`src/hdl/pibr_pkg.sv`:
```
// shared constants, types and helpers of the pulse-interval bus receiver
package pibr_pkg;

   // fixed field widths
   localparam int FUNC_W       = 2;
   localparam int TIME_W       = 16;
   localparam int BASE_W       = 12;
   localparam int BYTE_W       = 8;
   localparam int SYM_W        = 2;
   localparam int INDEX_W      = 8;
   localparam int THR_W        = 15;
   localparam int CSR_DATA_W   = 32;
   localparam int CSR_ADDR_W   = 2;

   // defaults of the top-level parameters
   localparam int FIFO_DEPTH_DEFAULT = 64;
   localparam int INDEX_BITS_DEFAULT = 4;
   localparam int COUNT_W_DEFAULT    = $clog2(FIFO_DEPTH_DEFAULT + 1);

   // frame layout and symbol codes
   localparam logic [SYM_W-1:0]   END_SYMBOL        = 2'd2;
   localparam int                 LAST_DATA_BIT     = 7;
   localparam logic [INDEX_W-1:0] PRIOR_INDEX_RESET = 8'hFF;
   localparam logic [BASE_W-1:0]  SYMBOL_BASE_RESET = 12'd20;

   // depth of the queue between front and back
   localparam int QUEUE_DEPTH = 2;

   // request function codes
   localparam logic [FUNC_W-1:0] FUNC_EDGE    = 2'd0;
   localparam logic [FUNC_W-1:0] FUNC_TIMEOUT = 2'd1;
   localparam logic [FUNC_W-1:0] FUNC_POP     = 2'd2;

   // command kinds handed from front to back
   localparam logic [1:0] CMD_NONE   = 2'd0;
   localparam logic [1:0] CMD_SYMBOL = 2'd1;
   localparam logic [1:0] CMD_POP    = 2'd2;

   // register addresses
   localparam logic [CSR_ADDR_W-1:0] REG_SYMBOL_BASE = 2'd0;

   // symbol base plus the thresholds derived from it
   typedef struct packed {
      logic [BASE_W-1:0] base;
      logic              base_zero;
      logic [THR_W-1:0]  thr_one;    // 3*base + 1
      logic [THR_W-1:0]  thr_end;    // 5*base + 1
      logic [TIME_W-1:0] dline_off;  // 2*(3*base + base/2)
   } cfg_type;

   // classified request
   typedef struct packed {
      logic [1:0]        kind;
      logic [SYM_W-1:0]  sym;
      logic              dset;
      logic [TIME_W-1:0] deadline;
   } cmd_type;

   function automatic cfg_type make_cfg(input logic [BASE_W-1:0] b);
      logic [TIME_W-1:0] b16;
      cfg_type           c;
      b16         = {4'b0, b};
      c.base      = b;
      c.base_zero = (b == '0);
      c.thr_one   = THR_W'((b16 << 1) + b16 + 16'd1);
      c.thr_end   = THR_W'((b16 << 2) + b16 + 16'd1);
      c.dline_off = (b16 << 2) + (b16 << 1) + {b16[TIME_W-1:1], 1'b0};
      return c;
   endfunction

endpackage

```
`src/hdl/pibr_chan_if.sv`:
```
// request and response channel interfaces
interface pibr_req_if import pibr_pkg::*; ();
   logic              valid;
   logic              ready;
   logic [FUNC_W-1:0] func;
   logic [TIME_W-1:0] edge_time;

   modport source (output valid, func, edge_time, input ready);
   modport sink   (input valid, func, edge_time, output ready);
endinterface

interface pibr_rsp_if import pibr_pkg::*; #(parameter int COUNT_W = COUNT_W_DEFAULT) ();
   logic               valid;
   logic               ready;
   logic               byte_valid;
   logic [BYTE_W-1:0]  byte_data;
   logic [COUNT_W-1:0] bytes_available;
   logic               deadline_set;
   logic [TIME_W-1:0]  deadline;

   modport source (output valid, byte_valid, byte_data, bytes_available, deadline_set,
                   deadline, input ready);
   modport sink   (input valid, byte_valid, byte_data, bytes_available, deadline_set,
                   deadline, output ready);
endinterface

```
`src/hdl/pibr_csr.sv`:
```
// symbol base register with derived decode thresholds
module pibr_csr import pibr_pkg::*; (
   input  logic                  clock,
   input  logic                  reset,
   input  logic                  csr_psel,
   input  logic                  csr_penable,
   input  logic                  csr_pwrite,
   input  logic [CSR_ADDR_W-1:0] csr_paddr,
   input  logic [CSR_DATA_W-1:0] csr_pwdata,
   output logic [CSR_DATA_W-1:0] csr_prdata,
   output logic                  csr_pready,
   output cfg_type               cfg
);
   cfg_type cfg_ff, cfg_in;
   logic    wr_hit;

   assign csr_pready = 1'b1;
   assign wr_hit = csr_psel && csr_penable && csr_pwrite && (csr_paddr == REG_SYMBOL_BASE);

   always_comb begin
      cfg_in = cfg_ff;
      if (wr_hit) begin
         cfg_in = make_cfg(csr_pwdata[BASE_W-1:0]);
      end
   end

   always_ff @(posedge clock) begin
      if (reset) begin
         cfg_ff <= make_cfg(SYMBOL_BASE_RESET);
      end else begin
         cfg_ff <= cfg_in;
      end
   end

   assign csr_prdata = (csr_paddr == REG_SYMBOL_BASE) ?
                       {{(CSR_DATA_W-BASE_W){1'b0}}, cfg_ff.base} : '0;
   assign cfg = cfg_ff;
endmodule

```
`src/hdl/pibr_front.sv`:
```
// front end: edge timing, noise filter, symbol decode and deadline
module pibr_front import pibr_pkg::*; (
   input  logic           clock,
   input  logic           reset,
   input  cfg_type        cfg,
   pibr_req_if.sink       req_if,
   input  logic           q_full,
   output logic           push,
   output cmd_type        cmd
);
   logic [TIME_W-1:0] last_ff, last_in;
   logic              seen_ff, seen_in;
   logic [TIME_W-1:0] gap;
   logic [TIME_W-1:0] dline;
   logic [SYM_W-1:0]  sym;

   assign req_if.ready = !q_full;
   assign push = req_if.valid && !q_full;

   assign gap   = req_if.edge_time - last_ff;
   assign dline = req_if.edge_time + cfg.dline_off;

   // thresholds replace the divide: 0 below 3b+1, 1 below 5b+1, else end; a zero base always gives end
   always_comb begin
      if (cfg.base_zero) begin
         sym = END_SYMBOL;
      end else if (gap >= {1'b0, cfg.thr_end}) begin
         sym = END_SYMBOL;
      end else if (gap >= {1'b0, cfg.thr_one}) begin
         sym = 2'd1;
      end else begin
         sym = 2'd0;
      end
   end

   always_comb begin
      last_in = last_ff;
      seen_in = seen_ff;
      cmd     = '0;
      unique case (req_if.func)
         FUNC_EDGE: begin
            if (!seen_ff) begin
               last_in      = req_if.edge_time;
               seen_in      = 1'b1;
               cmd.dset     = 1'b1;
               cmd.deadline = dline;
            end else if (gap >= {4'b0, cfg.base}) begin
               last_in      = req_if.edge_time;
               cmd.kind     = CMD_SYMBOL;
               cmd.sym      = sym;
               cmd.dset     = 1'b1;
               cmd.deadline = dline;
            end
         end
         FUNC_TIMEOUT: begin
            if (seen_ff) begin
               seen_in  = 1'b0;
               cmd.kind = CMD_SYMBOL;
               cmd.sym  = END_SYMBOL;
            end
         end
         FUNC_POP: begin
            cmd.kind = CMD_POP;
         end
         default: begin
            cmd.kind = CMD_NONE;
         end
      endcase
   end

   always_ff @(posedge clock) begin
      if (reset) begin
         last_ff <= '0;
         seen_ff <= 1'b0;
      end else if (push) begin
         last_ff <= last_in;
         seen_ff <= seen_in;
      end
   end
endmodule

```
`src/hdl/pibr_queue.sv`:
```
// short command queue between front and back
module pibr_queue import pibr_pkg::*; (
   input  logic    clock,
   input  logic    reset,
   input  logic    push,
   input  cmd_type push_cmd,
   output logic    full,
   input  logic    pop,
   output logic    not_empty,
   output cmd_type head_cmd
);
   localparam int PTR_W = $clog2(QUEUE_DEPTH);
   localparam int CNT_W = $clog2(QUEUE_DEPTH + 1);

   cmd_type           entry_ff [QUEUE_DEPTH];
   logic [PTR_W-1:0]  wr_ff, wr_in;
   logic [PTR_W-1:0]  rd_ff, rd_in;
   logic [CNT_W-1:0]  cnt_ff, cnt_in;

   assign full      = (cnt_ff == CNT_W'(QUEUE_DEPTH));
   assign not_empty = (cnt_ff != '0);
   assign head_cmd  = entry_ff[rd_ff];

   always_comb begin
      wr_in  = wr_ff;
      rd_in  = rd_ff;
      cnt_in = cnt_ff;
      if (push) begin
         wr_in = (wr_ff == PTR_W'(QUEUE_DEPTH - 1)) ? '0 : wr_ff + 1'b1;
      end
      if (pop) begin
         rd_in = (rd_ff == PTR_W'(QUEUE_DEPTH - 1)) ? '0 : rd_ff + 1'b1;
      end
      if (push && !pop) begin
         cnt_in = cnt_ff + 1'b1;
      end else if (pop && !push) begin
         cnt_in = cnt_ff - 1'b1;
      end
   end

   always_ff @(posedge clock) begin
      if (push) begin
         entry_ff[wr_ff] <= push_cmd;
      end
   end

   always_ff @(posedge clock) begin
      if (reset) begin
         wr_ff  <= '0;
         rd_ff  <= '0;
         cnt_ff <= '0;
      end else begin
         wr_ff  <= wr_in;
         rd_ff  <= rd_in;
         cnt_ff <= cnt_in;
      end
   end
endmodule

```
`src/hdl/pibr_back.sv`:
```
// back end: frame assembly, byte store and response register
module pibr_back import pibr_pkg::*; #(
   parameter int FIFO_DEPTH = FIFO_DEPTH_DEFAULT,
   parameter int INDEX_BITS = INDEX_BITS_DEFAULT
) (
   input  logic       clock,
   input  logic       reset,
   input  logic       cmd_valid,
   input  cmd_type    cmd,
   output logic       cmd_pop,
   pibr_rsp_if.source rsp_if
);
   localparam int SLOT_W       = $clog2(FIFO_DEPTH);
   localparam int COUNT_W      = $clog2(FIFO_DEPTH + 1);
   localparam int PARITY_POS   = LAST_DATA_BIT + INDEX_BITS + 1;
   localparam int COMPLETE_POS = LAST_DATA_BIT + INDEX_BITS + 2;
   localparam int OVERLONG_POS = LAST_DATA_BIT + INDEX_BITS + 3;
   localparam int POS_W        = $clog2(OVERLONG_POS + 1);

   logic [BYTE_W-1:0]  mem [FIFO_DEPTH];

   logic [SLOT_W-1:0]  ws_ff, ws_in;
   logic [SLOT_W-1:0]  rs_ff, rs_in;
   logic [COUNT_W-1:0] held_ff, held_in;
   logic [POS_W-1:0]   pos_ff, pos_in;
   logic               par_ff, par_in;
   logic [INDEX_W-1:0] idx_ff, idx_in;
   logic [INDEX_W-1:0] prior_ff, prior_in;
   logic [BYTE_W-1:0]  asm_ff, asm_in;

   logic               rsp_valid_ff, rsp_valid_in;
   logic               byte_valid_ff, byte_valid_in;
   logic [BYTE_W-1:0]  byte_data_ff;
   logic [COUNT_W-1:0] count_ff;
   logic               dset_ff;
   logic [TIME_W-1:0]  deadline_ff;

   logic               exec;
   logic               commit;
   logic               pop_hit;
   logic [BYTE_W-1:0]  base_byte;
   logic               base_par;
   logic [INDEX_W-1:0] base_idx;
   logic [POS_W-1:0]   idx_shift;

   assign exec    = cmd_valid && (!rsp_valid_ff || rsp_if.ready);
   assign cmd_pop = exec;

   // a frame restarts its accumulators on its first bit
   assign base_byte = (pos_ff == '0) ? '0 : asm_ff;
   assign base_par  = (pos_ff == '0) ? 1'b0 : par_ff;
   assign base_idx  = (pos_ff == '0) ? '0 : idx_ff;
   assign idx_shift = pos_ff - POS_W'(LAST_DATA_BIT);

   always_comb begin
      ws_in    = ws_ff;
      rs_in    = rs_ff;
      held_in  = held_ff;
      pos_in   = pos_ff;
      par_in   = par_ff;
      idx_in   = idx_ff;
      prior_in = prior_ff;
      asm_in   = asm_ff;
      commit   = 1'b0;
      pop_hit  = 1'b0;
      if (exec) begin
         unique case (cmd.kind)
            CMD_SYMBOL: begin
               // full store: symbol dropped
               if (held_ff < COUNT_W'(FIFO_DEPTH)) begin
                  if (cmd.sym < END_SYMBOL) begin
                     if (pos_ff <= POS_W'(LAST_DATA_BIT)) begin
                        asm_in = base_byte | (BYTE_W'(cmd.sym[0]) << pos_ff[2:0]);
                        par_in = base_par ^ cmd.sym[0];
                        idx_in = base_idx;
                        pos_in = pos_ff + 1'b1;
                     end else if (pos_ff <= POS_W'(LAST_DATA_BIT + INDEX_BITS)) begin
                        idx_in = idx_ff | (INDEX_W'(cmd.sym[0]) << idx_shift);
                        par_in = par_ff ^ cmd.sym[0];
                        pos_in = pos_ff + 1'b1;
                     end else if (pos_ff == POS_W'(PARITY_POS)) begin
                        par_in = par_ff ^ cmd.sym[0];
                        pos_in = POS_W'(COMPLETE_POS);
                     end else begin
                        pos_in = POS_W'(OVERLONG_POS);
                     end
                  end else begin
                     if (pos_ff == POS_W'(COMPLETE_POS) && !par_ff && idx_ff != prior_ff) begin
                        commit   = 1'b1;
                        held_in  = held_ff + 1'b1;
                        ws_in    = (ws_ff == SLOT_W'(FIFO_DEPTH - 1)) ? '0 : ws_ff + 1'b1;
                        prior_in = idx_ff;
                     end
                     pos_in = '0;
                  end
               end
            end
            CMD_POP: begin
               if (held_ff != '0) begin
                  pop_hit = 1'b1;
                  held_in = held_ff - 1'b1;
                  rs_in   = (rs_ff == SLOT_W'(FIFO_DEPTH - 1)) ? '0 : rs_ff + 1'b1;
               end
            end
            default: begin
               held_in = held_ff;
            end
         endcase
      end
   end

   always_comb begin
      rsp_valid_in  = rsp_valid_ff;
      byte_valid_in = byte_valid_ff;
      if (exec) begin
         rsp_valid_in  = 1'b1;
         byte_valid_in = pop_hit;
      end else if (rsp_if.ready) begin
         rsp_valid_in = 1'b0;
      end
   end

   // byte store, read data lands straight in the response register
   always_ff @(posedge clock) begin
      if (commit) begin
         mem[ws_ff] <= asm_ff;
      end
      if (exec) begin
         byte_data_ff <= pop_hit ? mem[rs_ff] : '0;
         count_ff     <= held_in;
         dset_ff      <= cmd.dset;
         deadline_ff  <= cmd.deadline;
      end
   end

   always_ff @(posedge clock) begin
      if (reset) begin
         ws_ff         <= '0;
         rs_ff         <= '0;
         held_ff       <= '0;
         pos_ff        <= '0;
         par_ff        <= 1'b0;
         idx_ff        <= '0;
         prior_ff      <= PRIOR_INDEX_RESET;
         asm_ff        <= '0;
         rsp_valid_ff  <= 1'b0;
         byte_valid_ff <= 1'b0;
      end else begin
         ws_ff         <= ws_in;
         rs_ff         <= rs_in;
         held_ff       <= held_in;
         pos_ff        <= pos_in;
         par_ff        <= par_in;
         idx_ff        <= idx_in;
         prior_ff      <= prior_in;
         asm_ff        <= asm_in;
         rsp_valid_ff  <= rsp_valid_in;
         byte_valid_ff <= byte_valid_in;
      end
   end

   assign rsp_if.valid           = rsp_valid_ff;
   assign rsp_if.byte_valid      = byte_valid_ff;
   assign rsp_if.byte_data       = byte_data_ff;
   assign rsp_if.bytes_available = count_ff;
   assign rsp_if.deadline_set    = dset_ff;
   assign rsp_if.deadline        = deadline_ff;
endmodule

```
`src/hdl/pulse_interval_bus_receiver_core.sv`:
```
// top level of the pulse-interval bus receiver
//
//   channel  | direction | handshake            | contents
//   ---------+-----------+----------------------+------------------------------------
//   req_if   | in        | valid / ready        | func, edge_time
//   rsp_if   | out       | valid / ready        | byte_valid, byte_data, bytes_available,
//            |           |                      | deadline_set, deadline
//   csr_*    | in        | psel/penable/pwrite  | symbol_base at byte address 0
//
// one request is taken per cycle while the command queue has room
// a request passes through a queue entry, then the response register, before its response is valid
// the back end applies one command per cycle while its response register is empty or being taken
// a stalled response holds in the output register while the queue keeps filling
// reset is synchronous; no clearing pass, the byte store is only read where written
module pulse_interval_bus_receiver_core import pibr_pkg::*; #(
   parameter int FIFO_DEPTH = FIFO_DEPTH_DEFAULT,
   parameter int INDEX_BITS = INDEX_BITS_DEFAULT
) (
   input  logic                  clock,
   input  logic                  reset,
   pibr_req_if.sink              req_if,
   pibr_rsp_if.source            rsp_if,
   input  logic                  csr_psel,
   input  logic                  csr_penable,
   input  logic                  csr_pwrite,
   input  logic [CSR_ADDR_W-1:0] csr_paddr,
   input  logic [CSR_DATA_W-1:0] csr_pwdata,
   output logic [CSR_DATA_W-1:0] csr_prdata,
   output logic                  csr_pready
);
   // decoded symbol base and thresholds
   cfg_type cfg;

   // front to queue
   logic    push;
   logic    q_full;
   cmd_type push_cmd;

   // queue to back
   logic    q_not_empty;
   logic    q_pop;
   cmd_type head_cmd;

   // configuration register, thresholds worked out once per write
   pibr_csr u_csr (
      .clock       (clock),
      .reset       (reset),
      .csr_psel    (csr_psel),
      .csr_penable (csr_penable),
      .csr_pwrite  (csr_pwrite),
      .csr_paddr   (csr_paddr),
      .csr_pwdata  (csr_pwdata),
      .csr_prdata  (csr_prdata),
      .csr_pready  (csr_pready),
      .cfg         (cfg)
   );

   // noise filter, gap to symbol classification, deadline
   pibr_front u_front (
      .clock  (clock),
      .reset  (reset),
      .cfg    (cfg),
      .req_if (req_if),
      .q_full (q_full),
      .push   (push),
      .cmd    (push_cmd)
   );

   // decouples the request side from response stalls
   pibr_queue u_queue (
      .clock     (clock),
      .reset     (reset),
      .push      (push),
      .push_cmd  (push_cmd),
      .full      (q_full),
      .pop       (q_pop),
      .not_empty (q_not_empty),
      .head_cmd  (head_cmd)
   );

   // frame assembly, frame checks, byte store and response register
   pibr_back #(
      .FIFO_DEPTH (FIFO_DEPTH),
      .INDEX_BITS (INDEX_BITS)
   ) u_back (
      .clock     (clock),
      .reset     (reset),
      .cmd_valid (q_not_empty),
      .cmd       (head_cmd),
      .cmd_pop   (q_pop),
      .rsp_if    (rsp_if)
   );
endmodule

```
`src/flat_wrapper.sv`:
```
// flat-port wrapper written by rule: the top's interface ports become plain ports
module pulse_interval_bus_receiver_core_flat import pibr_pkg::*;
#(
   parameter int FIFO_DEPTH = FIFO_DEPTH_DEFAULT,
   parameter int INDEX_BITS = INDEX_BITS_DEFAULT
)
  (clock, reset, csr_psel, csr_penable, csr_pwrite, csr_paddr, csr_pwdata, csr_prdata, csr_pready, req_if_valid, req_if_func, req_if_edge_time, req_if_ready, rsp_if_valid, rsp_if_byte_valid, rsp_if_byte_data, rsp_if_bytes_available, rsp_if_deadline_set, rsp_if_deadline, rsp_if_ready);
  pibr_req_if req_if_i ();
  pibr_rsp_if rsp_if_i ();
  input  logic clock;
  input  logic reset;
  input  logic csr_psel;
  input  logic csr_penable;
  input  logic csr_pwrite;
  input  logic [CSR_ADDR_W-1:0] csr_paddr;
  input  logic [CSR_DATA_W-1:0] csr_pwdata;
  output logic [CSR_DATA_W-1:0] csr_prdata;
  output logic csr_pready;
  input wire logic [$bits(req_if_i.valid)-1:0] req_if_valid;
  input wire logic [$bits(req_if_i.func)-1:0] req_if_func;
  input wire logic [$bits(req_if_i.edge_time)-1:0] req_if_edge_time;
  output wire logic [$bits(req_if_i.ready)-1:0] req_if_ready;
  output wire logic [$bits(rsp_if_i.valid)-1:0] rsp_if_valid;
  output wire logic [$bits(rsp_if_i.byte_valid)-1:0] rsp_if_byte_valid;
  output wire logic [$bits(rsp_if_i.byte_data)-1:0] rsp_if_byte_data;
  output wire logic [$bits(rsp_if_i.bytes_available)-1:0] rsp_if_bytes_available;
  output wire logic [$bits(rsp_if_i.deadline_set)-1:0] rsp_if_deadline_set;
  output wire logic [$bits(rsp_if_i.deadline)-1:0] rsp_if_deadline;
  input wire logic [$bits(rsp_if_i.ready)-1:0] rsp_if_ready;
  assign req_if_i.valid = req_if_valid;
  assign req_if_i.func = req_if_func;
  assign req_if_i.edge_time = req_if_edge_time;
  assign req_if_ready = req_if_i.ready;
  assign rsp_if_valid = rsp_if_i.valid;
  assign rsp_if_byte_valid = rsp_if_i.byte_valid;
  assign rsp_if_byte_data = rsp_if_i.byte_data;
  assign rsp_if_bytes_available = rsp_if_i.bytes_available;
  assign rsp_if_deadline_set = rsp_if_i.deadline_set;
  assign rsp_if_deadline = rsp_if_i.deadline;
  assign rsp_if_i.ready = rsp_if_ready;
  pulse_interval_bus_receiver_core #(.FIFO_DEPTH(FIFO_DEPTH), .INDEX_BITS(INDEX_BITS)) u_core (.clock(clock), .reset(reset), .req_if(req_if_i), .rsp_if(rsp_if_i), .csr_psel(csr_psel), .csr_penable(csr_penable), .csr_pwrite(csr_pwrite), .csr_paddr(csr_paddr), .csr_pwdata(csr_pwdata), .csr_prdata(csr_prdata), .csr_pready(csr_pready));
endmodule
```
`config.mk`:
```
export PLATFORM = sky130hd
export DESIGN_NAME = pulse_interval_bus_receiver_core_flat
export DESIGN_NICKNAME = d
export VERILOG_FILES = /design/src/hdl/pibr_pkg.sv /design/src/hdl/pibr_chan_if.sv /design/src/hdl/pibr_csr.sv /design/src/hdl/pibr_front.sv /design/src/hdl/pibr_queue.sv /design/src/hdl/pibr_back.sv /design/src/hdl/pulse_interval_bus_receiver_core.sv /design/src/flat_wrapper.sv
export SDC_FILE = /design/constraint.sdc
export NUM_CORES = 1
export LEC_CHECK = 0
export BUFFER_PORTS_ARGS = -buffer_cell sky130_fd_sc_hd__buf_2
export CORE_AREA = 2 2 464 282
export CTS_CLUSTER_SIZE = 8
export DETAILED_ROUTE_END_ITERATION = 7
export DIE_AREA = 0 0 466 284
export GPL_TIMING_DRIVEN = 0
export PLACE_DENSITY_LB_ADDON = 0.25
export REMOVE_ABC_BUFFERS = 1
export SLEW_MARGIN = 20
export SYNTH_ARGS = -nofsm -noshare
export SYNTH_HDL_FRONTEND = slang
export SYNTH_SLANG_ARGS = --single-unit
```
`constraint.sdc`:
```
create_clock -name clock -period 6 [get_ports clock]
set_clock_uncertainty 0.05 [all_clocks]
set_input_delay 1.2 -clock clock [delete_from_list [all_inputs] [get_ports clock]]
set_output_delay 1.2 -clock clock [all_outputs]
set_load 0.05 [all_outputs]
```
* Yosys cells after proc, flatten, opt, wreduce, memory -nomap -nowiden *
Memories as Yosys holds them, arrays and structs flattened. A register that Yosys moved wholly into a read port is not among the register bits.
Index checks and enable logic that the tools add are counted.

operators by class
  add/sub/neg operators = 18
  $lt $le $gt $ge = 7
  equal/unequal tests = 12
  shift operators = 2
  mux-type cells = 54
  bitwise operators = 5
  reductions and logical operators = 35

operators with widths
  cell                     count
  $mux W7                  5
  $mux W17                 2
  $ge A16 B15 Y1           2
  $mux W16                 2
  $mux W8                  4
  $mux W1                  23
  $mux W20                 1
  $add A15 B12 Y16         1
  $add A16 B16 Y16         1
  $ge A16 B12 Y1           1
  $or A8 B8 Y8             2
  $sub A16 B16 Y16         1
  $add A14 B1 Y15 const B  1
  $add A14 B12 Y15         1
  $add A14 B13 Y15         1
  $add A15 B1 Y15 const B  1
  $reduce_and A5 Y1        3
  $add A13 B12 Y14         1
  $pmux W7 S2              1
  $add A6 B1 Y6 const B    2
  $eq A6 B6 Y1 const B     2
  $logic_not A12 Y1        1
  $mux W12                 1
  $mux W4                  3
  38 further kinds         70

storage, ports and cells
  bits in registers = 154
  bits in writable memories = 554
  output and inout port bits = 68
  word-level logic and storage cells = 158
  memories kept = 2

memory list
  name                     depth  bits a word  read ports  clocked after Yosys merged registers in  write ports  RTL line          RTL
  u_core.u_back.mem        64     8            1           1                                        1            pibr_back.sv:20   logic [BYTE_W-1:0] mem [FIFO_DEPTH];
  u_core.u_queue.entry_ff  2      21           1           1                                        1            pibr_queue.sv:15  cmd_type entry_ff [QUEUE_DEPTH];

* Longest topological paths before layout *
Gate-level depths: netlist (run 1).

  depth in word-level cells = 10
  depth in mapped cells = 18
  mapped depth without buffers = 18

* By module *
From an unflattened synthesis (run 1), not the netlist that was laid out.

second synthesis, totals
  cells, all modules = 2338
  area, all modules = 32783.9 sq um

by module, submodules not included
  module      instances  cells each  area each (sq um)  seq. area each (sq um)
  pibr_back   1          1300        23495.0            17336.6
  pibr_csr    1          500         4053.9             1081.0
  pibr_front  1          451         3517.1             340.3
  pibr_queue  1          87          1717.9             1361.3

* Least setup slack after synthesis (run 1) *
OpenSTA, ideal clock, no wires.

  path type = input -> register
  from = in req_if_edge_time[0]
  to = mem u_core.u_queue.entry_ff[0][12] (netlist bit) (data pin)
  setup time = 258 ps
  data arrival time = 4398 ps
  path slack = 1294 ps
  stages on the path = 18
  cell sequence = inv_1 ha_1 fa_1 nor2b_1 o31ai_2 a21oi_1 a21o_1 a21oi_1 xnor2_1 ha_1 a21oi_1 o2111ai_1 a31oi_1 nand3_1 o41a_1 buf_2 buf_2 and2_1

RTL lines
  element          RTL line            RTL
  start, declared  flat_wrapper.sv:21  input wire logic [$bits(req_if_i.edge_time)-1:0] req_if_edge_time;
  end, declared    pibr_queue.sv:15

* Worst setup path after layout (run 1) *
  from = in req_if_edge_time[0]
  to = reg u_core.u_front.last_ff[1]

between the ends
  longest elaborated chain between the ends = 4

RTL lines
  element                      RTL line          RTL
  $sub A16 B16 Y16             pibr_front.sv:20  assign gap = req_if.edge_time - last_ff;
  $ge A16 B12 Y1               pibr_front.sv:47  end else if (gap >= {4'b0, cfg.base}) begin
  $ne A2 B1 Y1 (no line)       -
  $reduce_and A3 Y1 (no line)  -
  end signal, assigned         pibr_front.sv:76  last_ff <= last_in;
  end, declared                pibr_front.sv:11  logic [TIME_W-1:0] last_ff, last_in;

Every way passes these cells.
A chain may end at the register's enable or synchronous reset.

==> summary.md, run 1 <==
| Metric | Value |
|---|---|
| Status | completed |
| Die area | approximately 130,000 µm² |
| Compound-Gate Fraction of Synth Area | 0.0641 |
| Final Hold Vio Count | 0 |
| Top cell type's share of synthesized area | 0.553 |
| Remaining global-route overflow | 0 |
| Final ANT Viol Nets | 0 |
| Worst-path cell chain | buf_2, inv_1, ha_1, fa_1, nor2b_1, o31ai_2, a21oi_1, a21o_1, a21oi_1, xnor2_1, ha_1, a21oi_1, o2111ai_1, a31oi_1, nand3_1, o41a_2, and3_1, o21a_1 |
| DRT met1 WL | 40,900 µm |
| Cts repair resizes | 0 |
| Layout cell share with drive strength beyond 1 | 0.192 |
| Reg2reg setup slack | 0.79 ns |
| VDD IR max | 0.229 mV |
| Synth area leader | edfxtp_1 |
| Unrepaired setup endpoints after global routing | false |
| Met3 WL | 5570 µm |
| WP buf/inv | 2 |
| Simple-gate share of the synthesized area | 0.0717 |
| Worst path max stage delay | 0.73 ns |
| # Post-CTS Setup Buffers | 0 |
| Hold Buf Count CTS | 0 |
| YS warnings | 0 |
| Hold path depth | 2 |
| Slew Viols, Final | 0 |
| Worst skew pair latency | 0.69 ns |
| Area Growth Syn to Fin | 17.3% |
| Top delay family on crit path | compound AO/OA/AOI/OAI gates |
| CP endpoint kind | register |
| Most frequent cells in the layout | 586 x edfxtp_1, 168 x mux4_2, 149 x nand2_1, 149 x nor2_1, 121 x ha_1 |
| Max FO, Critical Path | 33 |
| Post-synthesis cell type count | 74 |
| Clk buf depth | 3 |
| Fin crit period | 5.54 ns |
| Ranking of synthesized cells by area | edfxtp_1 55%, mux4_2 12%, dfxtp_1 7.9%, ha_1 4.8%, nor2_1 1.8% |
| Max-cap violations | 0 |
| Routed WL per cell | ~20 µm |
| Most frequent CP cell | a21oi_1 |
| Sequential share of the synthesized area | 0.632 |
| Core area | 128,000 µm² |
| Post-Synthesis Cells | 2,134 |
| Worst Setup Start Kind | primary input |
| CP Depth | 18 |
| Initial antenna violation count | 5 |
| Yosys reg bits | 712 |
| Synth Area in XOR/XNOR | 0.0204 |
| Clock Sinks | 712 |
| Mapped Avg Cell Area | about 15 µm² |
| Min-Delay Endpoint | u_core.u_csr.cfg[38] |
| Most common cell after layout, fill and taps aside | edfxtp_1 |
| HP Class | reg -> reg |
| Total wire length | 82,400 µm |
| Relative slew slack | 0.204 |
| Synth Flop Type | edfxtp_1 |
| Port bufs | 85 |
| CTS Buf Count | 99 |
| Pin count of the biggest net entering global routing | 66 |
| Clock Pin Slew Worst Setup and Hold Paths | 0.06 ns |
| EDFF count, synth | 586 |
| Crit path arrival time | 6.05 ns |
| Post-route core utilization | 0.292 |
| Layout net count | 2,445 |
| Largest family of logic cells by synthesized area | multiplexers |
| Cell at the slowest stage of the critical path | o41a_2 |
| WS Path Type | in -> reg |
| Top-Level Pins | ~130 |
| Mapped cell area | 31,800 µm² |
| Starting Density | 0.249 |
| Met2 WL post-DR | between 30,000 and 40,000 µm |
| Chip height | between 200 and 300 µm |
| Finish-stage setup viols | 0 |
| Initial DRC count | 1,810 |
| Post-synthesis async set-or-reset flop share | 0 |
| PwrDens | 332 nW/µm² |
| Rows | about 100 |
| Crit path required time | around 6.5 ns |
| Tcrit/Tclk final | 0.923 |
| Top Metal Used | met4 |
| Synth Area in Adders | 0.0564 |
| CTS tree | done |
| Worst Hold Launch | u_core.u_csr.cfg[38] |
| Drt first pass iters | 5 |
| CTS Root Cell | clkbuf_16 |
| Final hold slack | 0.403 ns |
| First-pass GRT wire length | 122,000 µm |
| Worst r2r path cells | 17 |
| Fmax | 181 MHz |
| H-tree depth | 3 |
| Vias per cell | 4.55 |
| Vias in the first global route | about 18,000 |
| R2r startpoint | u_core.u_front.last_ff[1] |
| Drt drc | 0 |
| Reg-to-Reg End | u_core.u_front.last_ff[1] |
| Final GP Congestion | 0.803 |
| Slew @ Worst Pin | 1.16 ns |
| Leakage power | 11.8 nW |
| Routed vias | 18,360 |
| Dpl hpwl | 55,600 µm |
| Total GRT Usage | 0.123 |
| Mux contribution to synthesized area | 0.128 |
| Die Wd | 466 µm |
-- metal layers --
metal	track usage	vias up
li1	-	8396
met5	0	-
met2	0.170	490
met1	0.189	9366
met4	0.0329	0
met3	0.0309	108
-- layout make-up --
cell class | instances | area (µm²)
sequential | 712 | 20200
antenna | 3 | 7.51
multi-input combinational | 1234 | 10900
inverter | 100 | 379
tap | 1716 | 2150
fill | 12737 | 90700
clock inverter | 7 | 153
timing repair buffer | 104 | 836
clock buffer | 155 | 2720
-- how the worst max path moves through the flow --
stage / startpoint / endpoint
after floorplan: u_core.u_back.rs_ff[0] / u_core.u_back.rsp_if.byte_data[0]
after global placement: u_core.u_back.rs_ff[0] / u_core.u_back.rsp_if.byte_data[6]
after detailed placement: req_if_edge_time[0] / u_core.u_front.last_ff[1]
after CTS: req_if_edge_time[0] / u_core.u_front.last_ff[1]
after global routing: req_if_edge_time[0] / u_core.u_front.last_ff[1]
final: req_if_edge_time[0] / u_core.u_front.last_ff[1]
-- kinds of logic (layout without fill, tap and decap cells) --
| group | after synthesis | in the layout |
|---|---|---|
| other | 2 | 24 |
| DFF | 712 | 712 |
| AOI/OAI and AO/OA | 317 | 317 |
| and+or+nand+nor | 493 | 493 |
| buffers and inverters | 207 | 366 |
| muxes | 194 | 194 |
| xor gates and xnor gates | 74 | 74 |
| adders and majority gates | 135 | 135 |
-- state kept, by name, summed over array words and instances (netlist names), 7 cells and up, named ones only --
signal / flops
u_core.u_back.rsp_if.deadline: 16
u_core.u_back.asm_ff: 8
u_core.u_back.rsp_if.byte_data: 8
u_core.u_back.held_ff: 7
u_core.u_csr.cfg: 54
u_core.u_back.rsp_if.bytes_available: 7
u_core.u_queue.entry_ff: 42
u_core.u_back.prior_ff: 8
u_core.u_back.mem: 512
u_core.u_front.last_ff: 16
u_core.u_back.idx_ff: 8
-- where the power goes --
| group | internal [mW] | leakage (nW) | total, mW | switching [mW] |
|---|---|---|---|---|
| combinational | 0.469 | 4.39 | 1.54 | 1.07 |
| clock | 3.09 | 1.36 | 5.21 | 2.13 |
| sequential | 5.52 | 6.07 | 5.65 | 0.130 |
| total | 9.07 | 11.8 | 12.4 | 3.33 |
-- stage by stage --
step,cells,worst slack (ns),setup TNS (ns),area (µm²),power [mW]
final,4031,0.463,0,37300,12.4
after global routing,4029,0.332,0,37300,12.9
after CTS,4028,0.547,0,37300,12.6
after detailed placement,3866,-0.169,-3.92,34500,7.31
after global placement,3847,-4.30,-75.85,34000,7.26
after floorplan,2046,-1.42,-13.80,31400,6.73
-- tightest hold or removal path: cells and delay by family, from the launching register on --
kind	cells	cell delay [ns]
DFF	1	0.31
and+or+nand+nor	1	0.05
AOI/OAI and AO/OA	1	0.05
-- cells in the mapped netlist, drive strengths merged (29+ instances only) --
library cell / count
clkbuf: 62
dfxtp: 126
xor2: 29
o21ai: 59
nand3: 31
nor3: 42
ha: 121
edfxtp: 586
buf: 45
nor2: 151
a21oi: 107
xnor2: 45
nand2: 149
inv: 98
mux4: 168
Power figures use the tool's default switching activity.
==> run 2: changes to the inputs <==
RECOVER_POWER = 25   (was default)
TNS_END_PERCENT = 10   (was default)
clock period = 4.6 ns   (was 6 ns; I/O delays follow)
==> run 2 against run 1 <==
  * The run now ends with max-capacitance violations, max-slew violations left
  * Global-route usage increased by 0.25 points
  * Wire length grew 2.2%
  * Hold slack is essentially flat
  * Die area unchanged
  * Utilization up 0.40 points
  * Register-to-register slack got worse by 0.67 ns
  * Sequential power is 31% higher
  * Cell count up 0.47%
  * Critical endpoint is now u_core.u_front.last_ff[11]
==> summary.md, run 2 (synthesis gave the netlist of run 1 again) <==
| Metric | Value |
|---|---|
| Leakage power | 11.9 nW (+0.77%) |
| Initial DRC count | 1,786 (-1.3%) |
| Internal | 11.9 mW (+31%) |
| Pin count of the biggest net entering global routing | 66 (unchanged) |
| Area after DPL | 34,500 µm² (unchanged) |
| Worst Setup Start Kind | primary input |
| Status | finished with violations |
| Met3 usage | 0.0284 (-0.00253) |
| Remaining global-route overflow | 0 (unchanged) |
| VDD IR max | 0.300 mV (+31%) |
| Violated checks | max-capacitance violations, max-slew violations |
| Drt drc | 0 (unchanged) |
| Final GP Congestion | 0.803 (unchanged) |
| CP endpoint kind | register |
| Power share of the clock group | 0.418 (-0.002) |
| Psw | 4.41 mW (+32%) |
| Layout cell share with drive strength beyond 1 | 0.227 (+0.0350) |
| Routed WL per cell | 20.8 µm (+1.7%) |
| M2 GR Usage | 0.173 (+0.00211) |
| Worst skew pair latency | 0.69 ns (about the same) |
| Crit path arrival time | 5.04 ns (-1.01 ns) |
| Drt first pass iters | 5 (unchanged) |
| First-pass GRT wire length | 124,000 µm (+1.7%) |
| Die Wd | 466 µm (unchanged) |
| Max reg flops | 512 (unchanged) |
| Sw frac | 0.271 (+0.00244) |
| Die area | 132,000 µm² (unchanged) |
| Fmax | approximately 220 MHz |
| Sequential share of power | 0.453 (-0.002) |
| HP Class | reg -> reg |
| Setup TNS | 0 ns (unchanged) |
| Top-Level Pins | 127 (unchanged) |
| Final Hold Vio Count | 0 (unchanged) |
| Slew Viols, Final | 577 (+577) |
| Clk buf depth | 3 (unchanged) |
| Final ANT Viol Nets | 0 (unchanged) |
| Most frequent cells in the layout | 586 x edfxtp_1, 168 x mux4_2, 149 x nand2_1, 121 x ha_1, 121 x dfxtp_1 |
| Unrepaired setup endpoints after global routing | true |
| Tcrit/Tclk final | 0.977 |
| H-tree depth | 3 (unchanged) |
| Top reg by flops | u_core.u_back.mem |
| Vias per cell | 4.59 (+0.88%) |
| Dpl hpwl | 55,600 µm (unchanged) |
| GRT Max-Usage Layer | met1 |
| Total wire length | 84,200 µm (+2.2%) |
| Initial antenna violation count | 10 (+5) |
| Total GRT Usage | 0.126 (+0.00246) |
| Relative slew slack | -0.831 (-1.03) |
| Finish-stage setup viols | 0 (unchanged) |
| Area Growth Syn to Fin | 18.9% |
| Crit path required time | 5.15 ns (-1.36 ns) |
| PwrDens | 430 nW/µm² (+29%) |
| Global routing usage on met1 | 0.195 (+0.00620) |
| WS Path Type | in -> reg |
| Max FO, Critical Path | 6 (-82%) |
| Clock Sinks | 712 (unchanged) |
| Vias in the first global route | 18,287 (+0.62%) |
| Max-cap violations | 9 (+9) |
| Layout net count | 2,463 (+0.74%) |
| CTS Root Cell | clkbuf_16 |
| Most common cell after layout, fill and taps aside | edfxtp_1 |
| Rows | 102 (unchanged) |
| CTS tree | done |
| Chip height | 284 µm (unchanged) |
| Routed vias | 18,608 (+1.4%) |
| Clock Pin Slew Worst Setup and Hold Paths | 0.06 ns (about the same) |
| Starting Density | 0.249 (unchanged) |
| Finished Cell Area | 37,900 µm² (+1.4%) |
| Comb pwr share | 0.128 (+0.004) |
| Fin crit period | between 4 and 5 ns |
| Slew @ Worst Pin | 2.75 ns (+1.58 ns) |
| Port bufs | 85 (unchanged) |
| CTS Buf Count | 99 (unchanged) |
| Core area | 128,000 µm² (unchanged) |
| Hold Buf Count CTS | 0 (unchanged) |
-- run 2: cell count changes in the layout (fill, tap and decap cells not counted), sizes merged --
cell	delta
diode	+1
clkbuf	+2
o41a	+3
buf	+13
-- run 2: worst paths after layout --
kind | startpoint | to | slack, ns | cells past startpoint
hold reg to reg | u_core.u_csr.cfg[38] | u_core.u_csr.cfg[38] | 0.40 | 2
setup / recovery | req_if_edge_time[0] | u_core.u_front.last_ff[11] | 0.11 | 18
hold / removal | u_core.u_csr.cfg[38] | u_core.u_csr.cfg[38] | 0.40 | 2
setup reg to reg | register | u_core.u_back.mem[16][2] | 0.12 | 8
-- run 2: final cells by class --
| cell class | count | area (µm²) |
|---|---|---|
| Antenna cell | 4 | 10.0 |
| Clock inverter | 7 | 153 |
| Clock buffer | 155 | 2720 |
| Fill cell | 12710 | 90200 |
| Timing Repair Buffer | 119 | 943 |
| Inverter | 100 | 379 |
| Sequential cell | 712 | 20100 |
| Multi-Input combinational cell | 1237 | 11400 |
| Tap cell | 1716 | 2150 |
-- run 2: metal layers --
metal	part of all wire	vias to the layer above
met5	0	-
met2	0.41	521
li1	-	8455
met3	0.063	109
met4	0.023	0
met1	0.50	9523
-- run 2: power by group through the flow --
stage | Clock (mW) | Sequential, mW | Combinational (mW)
final | 6.81 | 7.38 | 2.09
after global routing | 7.29 | 7.40 | 2.26
after CTS | 7.03 | 7.38 | 2.08
after detailed placement | 0 | 7.51 | 2.02
after global placement | 0 | 7.53 | 1.94
after floorplan | 0 | 7.81 | 0.972
-- run 2: metrics by stage --
| step | worst slack (ns) | power [mW] | std cells | util | hold WS (ns) |
|---|---|---|---|---|---|
| 2_1_floorplan | -2.82 | 8.78 | 2046 | - | 0.376 |
| 3_3_place_gp | -5.70 | 9.47 | 3847 | 0.265 | 0.394 |
| 5_1_grt | -0.150 | 17.0 | 4047 | 0.296 | 0.410 |
| 6_report | 0.107 | 16.3 | 4050 | 0.296 | 0.403 |
| 4_1_cts | -0.142 | 16.5 | 4039 | 0.295 | 0.382 |
| 3_5_place_dp | -1.29 | 9.53 | 3866 | 0.269 | 0.394 |
-- run 2: timing repair --
action	4_1_cts	5_1_grt
setup buffers	8	7
pin swaps	5	4
cloned	3	0
resized for setup	80	24
setup endpoints to repair	564	388
-- run 2: worst max-delay path, cell delays in order --
cell       delay, ns
buf_2           0.12
inv_1           0.05
ha_1            0.22
fa_1            0.44
nor2b_1         0.23
o31ai_2         0.16
a21oi_2         0.21
a21o_1          0.14
a21oi_1         0.09
xnor2_2         0.27
ha_1            0.32
a21oi_4         0.22
o2111ai_4       0.20
a31oi_4         0.25
nand3_4         0.19
o41a_4          0.62
a211oi_1        0.26
a31o_2          0.15
==> run 3: changes to the inputs <==
PLACE_DENSITY = 0.49   (was default)
PLACE_DENSITY_LB_ADDON = default   (was 0.25)
==> run 3 against run 2 <==
  * The flow finishes with violations (max-capacitance violations, max-slew violations, negative setup slack)
  * Count of clock-buffer cells in the layout decreased by 14
  * Global-route usage is 0.29 points lower
  * Hold slack lost 0.0020 ns
  * Critical path depth decreased by 10
  * Sequential power about the same
  * Utilization barely moved
  * Total power down 0.54%
==> summary.md, run 3 (synthesis gave the netlist of run 1 again) <==
| Metric | Value |
|---|---|
| Vias in the first global route | 18,543 (+1.4%) |
| Hold Buf Count CTS | 0 (unchanged) |
| Finish-stage setup viols | 116 (+116) |
| Die area | 132,000 µm² (unchanged) |
| Layout cell share with drive strength beyond 1 | 0.229 (+0.00267) |
| Initial antenna violation count | 8 (-2) |
| Worst skew pair latency | 0.68 ns (about the same) |
| Total GRT Usage | 0.123 (-0.00287) |
| Finished Cell Area | 37,800 µm² (about the same) |
| VDD IR max | 0.287 mV (-4.4%) |
| First-pass GRT wire length | 123,000 µm (-1.1%) |
| WP buf/inv | 0 (-2) |
| Drt first pass iters | 6 (+1) |
| Leakage power | 11.9 nW (about the same) |
| Clk buf depth | 3 (unchanged) |
| Fin crit period | 4.69 ns (+0.199 ns) |
| Top reg by flops | u_core.u_back.mem |
| Die Wd | 466 µm (unchanged) |
| Starting Density | 0.249 (unchanged) |
| Dpl hpwl | 55,000 µm (-1.1%) |
| Max FO, Critical Path | 22 (+16) |
| Layout net count | 2,462 (-0.041%) |
| Layout fillers | 12,655 (-0.43%) |
| CTS Root Cell | clkbuf_16 |
| Port bufs | 85 (unchanged) |
| Relative slew slack | -0.712 (+0.119) |
| Cell at the slowest stage of the critical path | nor2_2 |
| Placed cell count | 3,866 (unchanged) |
| Drt drc | 0 (unchanged) |
| Power Total | 16.2 mW (-0.54%) |
| Chip height | 284 µm (unchanged) |
| Slew @ Worst Pin | 2.57 ns (-0.178 ns) |
| Setup TNS | -3.63 ns (-3.63 ns) |
| Area Growth Syn to Fin | 18.8% (about the same) |
| CTS tree | done |
| Final critical-path setup slack | -0.0916 ns (-0.199 ns) |
| Pin count of the biggest net entering global routing | 66 (unchanged) |
| Routed WL per cell | 20.4 µm (-1.9%) |
| Clock Pin Slew Worst Setup and Hold Paths | 0.05 ns (about the same) |
| Layout Cells excl Fill | 4,033 (-0.42%) |
| Unrepaired setup endpoints after global routing | true |
| Worst-path cell chain | mux2i_1, ha_1, nand2b_1, nor2_1, nand2b_1, nor2_1, nand3b_1, nor2_2 |
| Worst path max stage delay | 0.77 ns (+0.15 ns) |
| Area after DPL | 34,400 µm² (about the same) |
| Routed vias | 18,616 (+0.043%) |
| Core area | 128,000 µm² (unchanged) |
| Violated checks | max-capacitance violations, max-slew violations, negative setup slack |
| PwrDens | 428 nW/µm² (-0.48%) |
| WS Path Type | reg -> reg |
| Crit path required time | 4.86 ns (-0.29 ns) |
| Worst Setup Start Kind | register |
| Fmax | 213 MHz (-4.2%) |
| Initial DRC count | 1,736 (-2.8%) |
| Final GP Congestion | 0.817 (+1.7%) |
| HP Class | reg -> reg |
| Total wire length | 82,200 µm (-2.4%) |
| Top delay family on crit path | simple AND/OR/NAND/NOR gates |
| Clock Sinks | 712 (unchanged) |
| Final ANT Viol Nets | 0 (unchanged) |
| H-tree depth | 3 (unchanged) |
| Status | finished with violations |
| Final Hold Vio Count | 0 (unchanged) |
| Post-route core utilization | 0.296 (about the same) |
| Most frequent cells in the layout | 586 x edfxtp_1, 168 x mux4_2, 149 x nand2_1, 121 x ha_1, 121 x dfxtp_1 |
| Remaining global-route overflow | 0 (unchanged) |
| Max-cap violations | 9 (unchanged) |
| Top-Level Pins | 127 (unchanged) |
| Slew Viols, Final | 565 (-2.1%) |
| Crit path arrival time | 4.95 ns (-0.09 ns) |
| CTS Buf Count | 99 (unchanged) |
| Most common cell after layout, fill and taps aside | edfxtp_1 |
| Rows | 102 (unchanged) |
| Tcrit/Tclk final | 1.02 (+0.0432) |
| CP endpoint kind | register |
| Max reg flops | 512 (unchanged) |
| Vias per cell | 4.62 (+0.46%) |
run 3: path summary, 6_finish.rpt:
| path | slack [ns] | to | depth (start not counted) | startpoint |
|---|---|---|---|---|
| worst min-delay path | 0.40 | u_core.u_csr.cfg[37] | 2 | u_core.u_csr.cfg[37] |
| worst min register to register | 0.40 | u_core.u_csr.cfg[37] | 2 | u_core.u_csr.cfg[37] |
| worst max-delay path | -0.09 | u_core.u_back.mem[35][4] | 8 | register |
| worst max register to register | -0.09 | u_core.u_back.mem[35][4] | 8 | register |
run 3: cell type report:
type / count / area, µm² / share of cell area
Multi-Input combinational cell: 1237 / 11400 / 0.301
Clock buffer: 141 / 2670 / 0.0705
Timing Repair Buffer: 118 / 928 / 0.0245
Sequential cell: 712 / 20100 / 0.532
Tap cell: 1716 / 2150 / 0.0568
Clock inverter: 8 / 183 / 0.00483
Inverter: 100 / 377 / 0.00996
Antenna cell: 1 / 2.50 / 0.0000661
run 3: report_power, final:
group          switching, mW  internal [mW]  total (mW)
clock                   2.74           4.04        6.77
combinational           1.42          0.621        2.04
sequential             0.168           7.21        7.37
total                   4.32           11.9        16.2
run 3: metal layers:
| layer | track usage | share of wire | up-vias |
|---|---|---|---|
| li1 | - | - | 8437 |
| met1 | 0.188 | 0.49 | 9511 |
| met2 | 0.173 | 0.42 | 566 |
| met3 | 0.0277 | 0.067 | 102 |
| met4 | 0.0311 | 0.019 | 0 |
| met5 | 0 | 0 | - |
run 3: repair_timing:
action	CTS	global route
cloned	3	0
endpoints found under the setup margin	558	492
gates resized for setup	83	26
buffers inserted	6	8
pin swaps	4	2
run 3: worst min-delay path, cell delays in order, from the launching register on:
cell,delay [ns]
dfxtp_1,0.31
nand2_1,0.05
a21oi_1,0.05
run 3: through the flow:
stage | setup WS, ns | hold WS [ns]
4_1_cts | -0.298 | 0.398
6_report | -0.0916 | 0.401
3_3_place_gp | -5.69 | 0.391
5_1_grt | -0.391 | 0.423
2_1_floorplan | -2.82 | 0.376
3_5_place_dp | -1.30 | 0.394
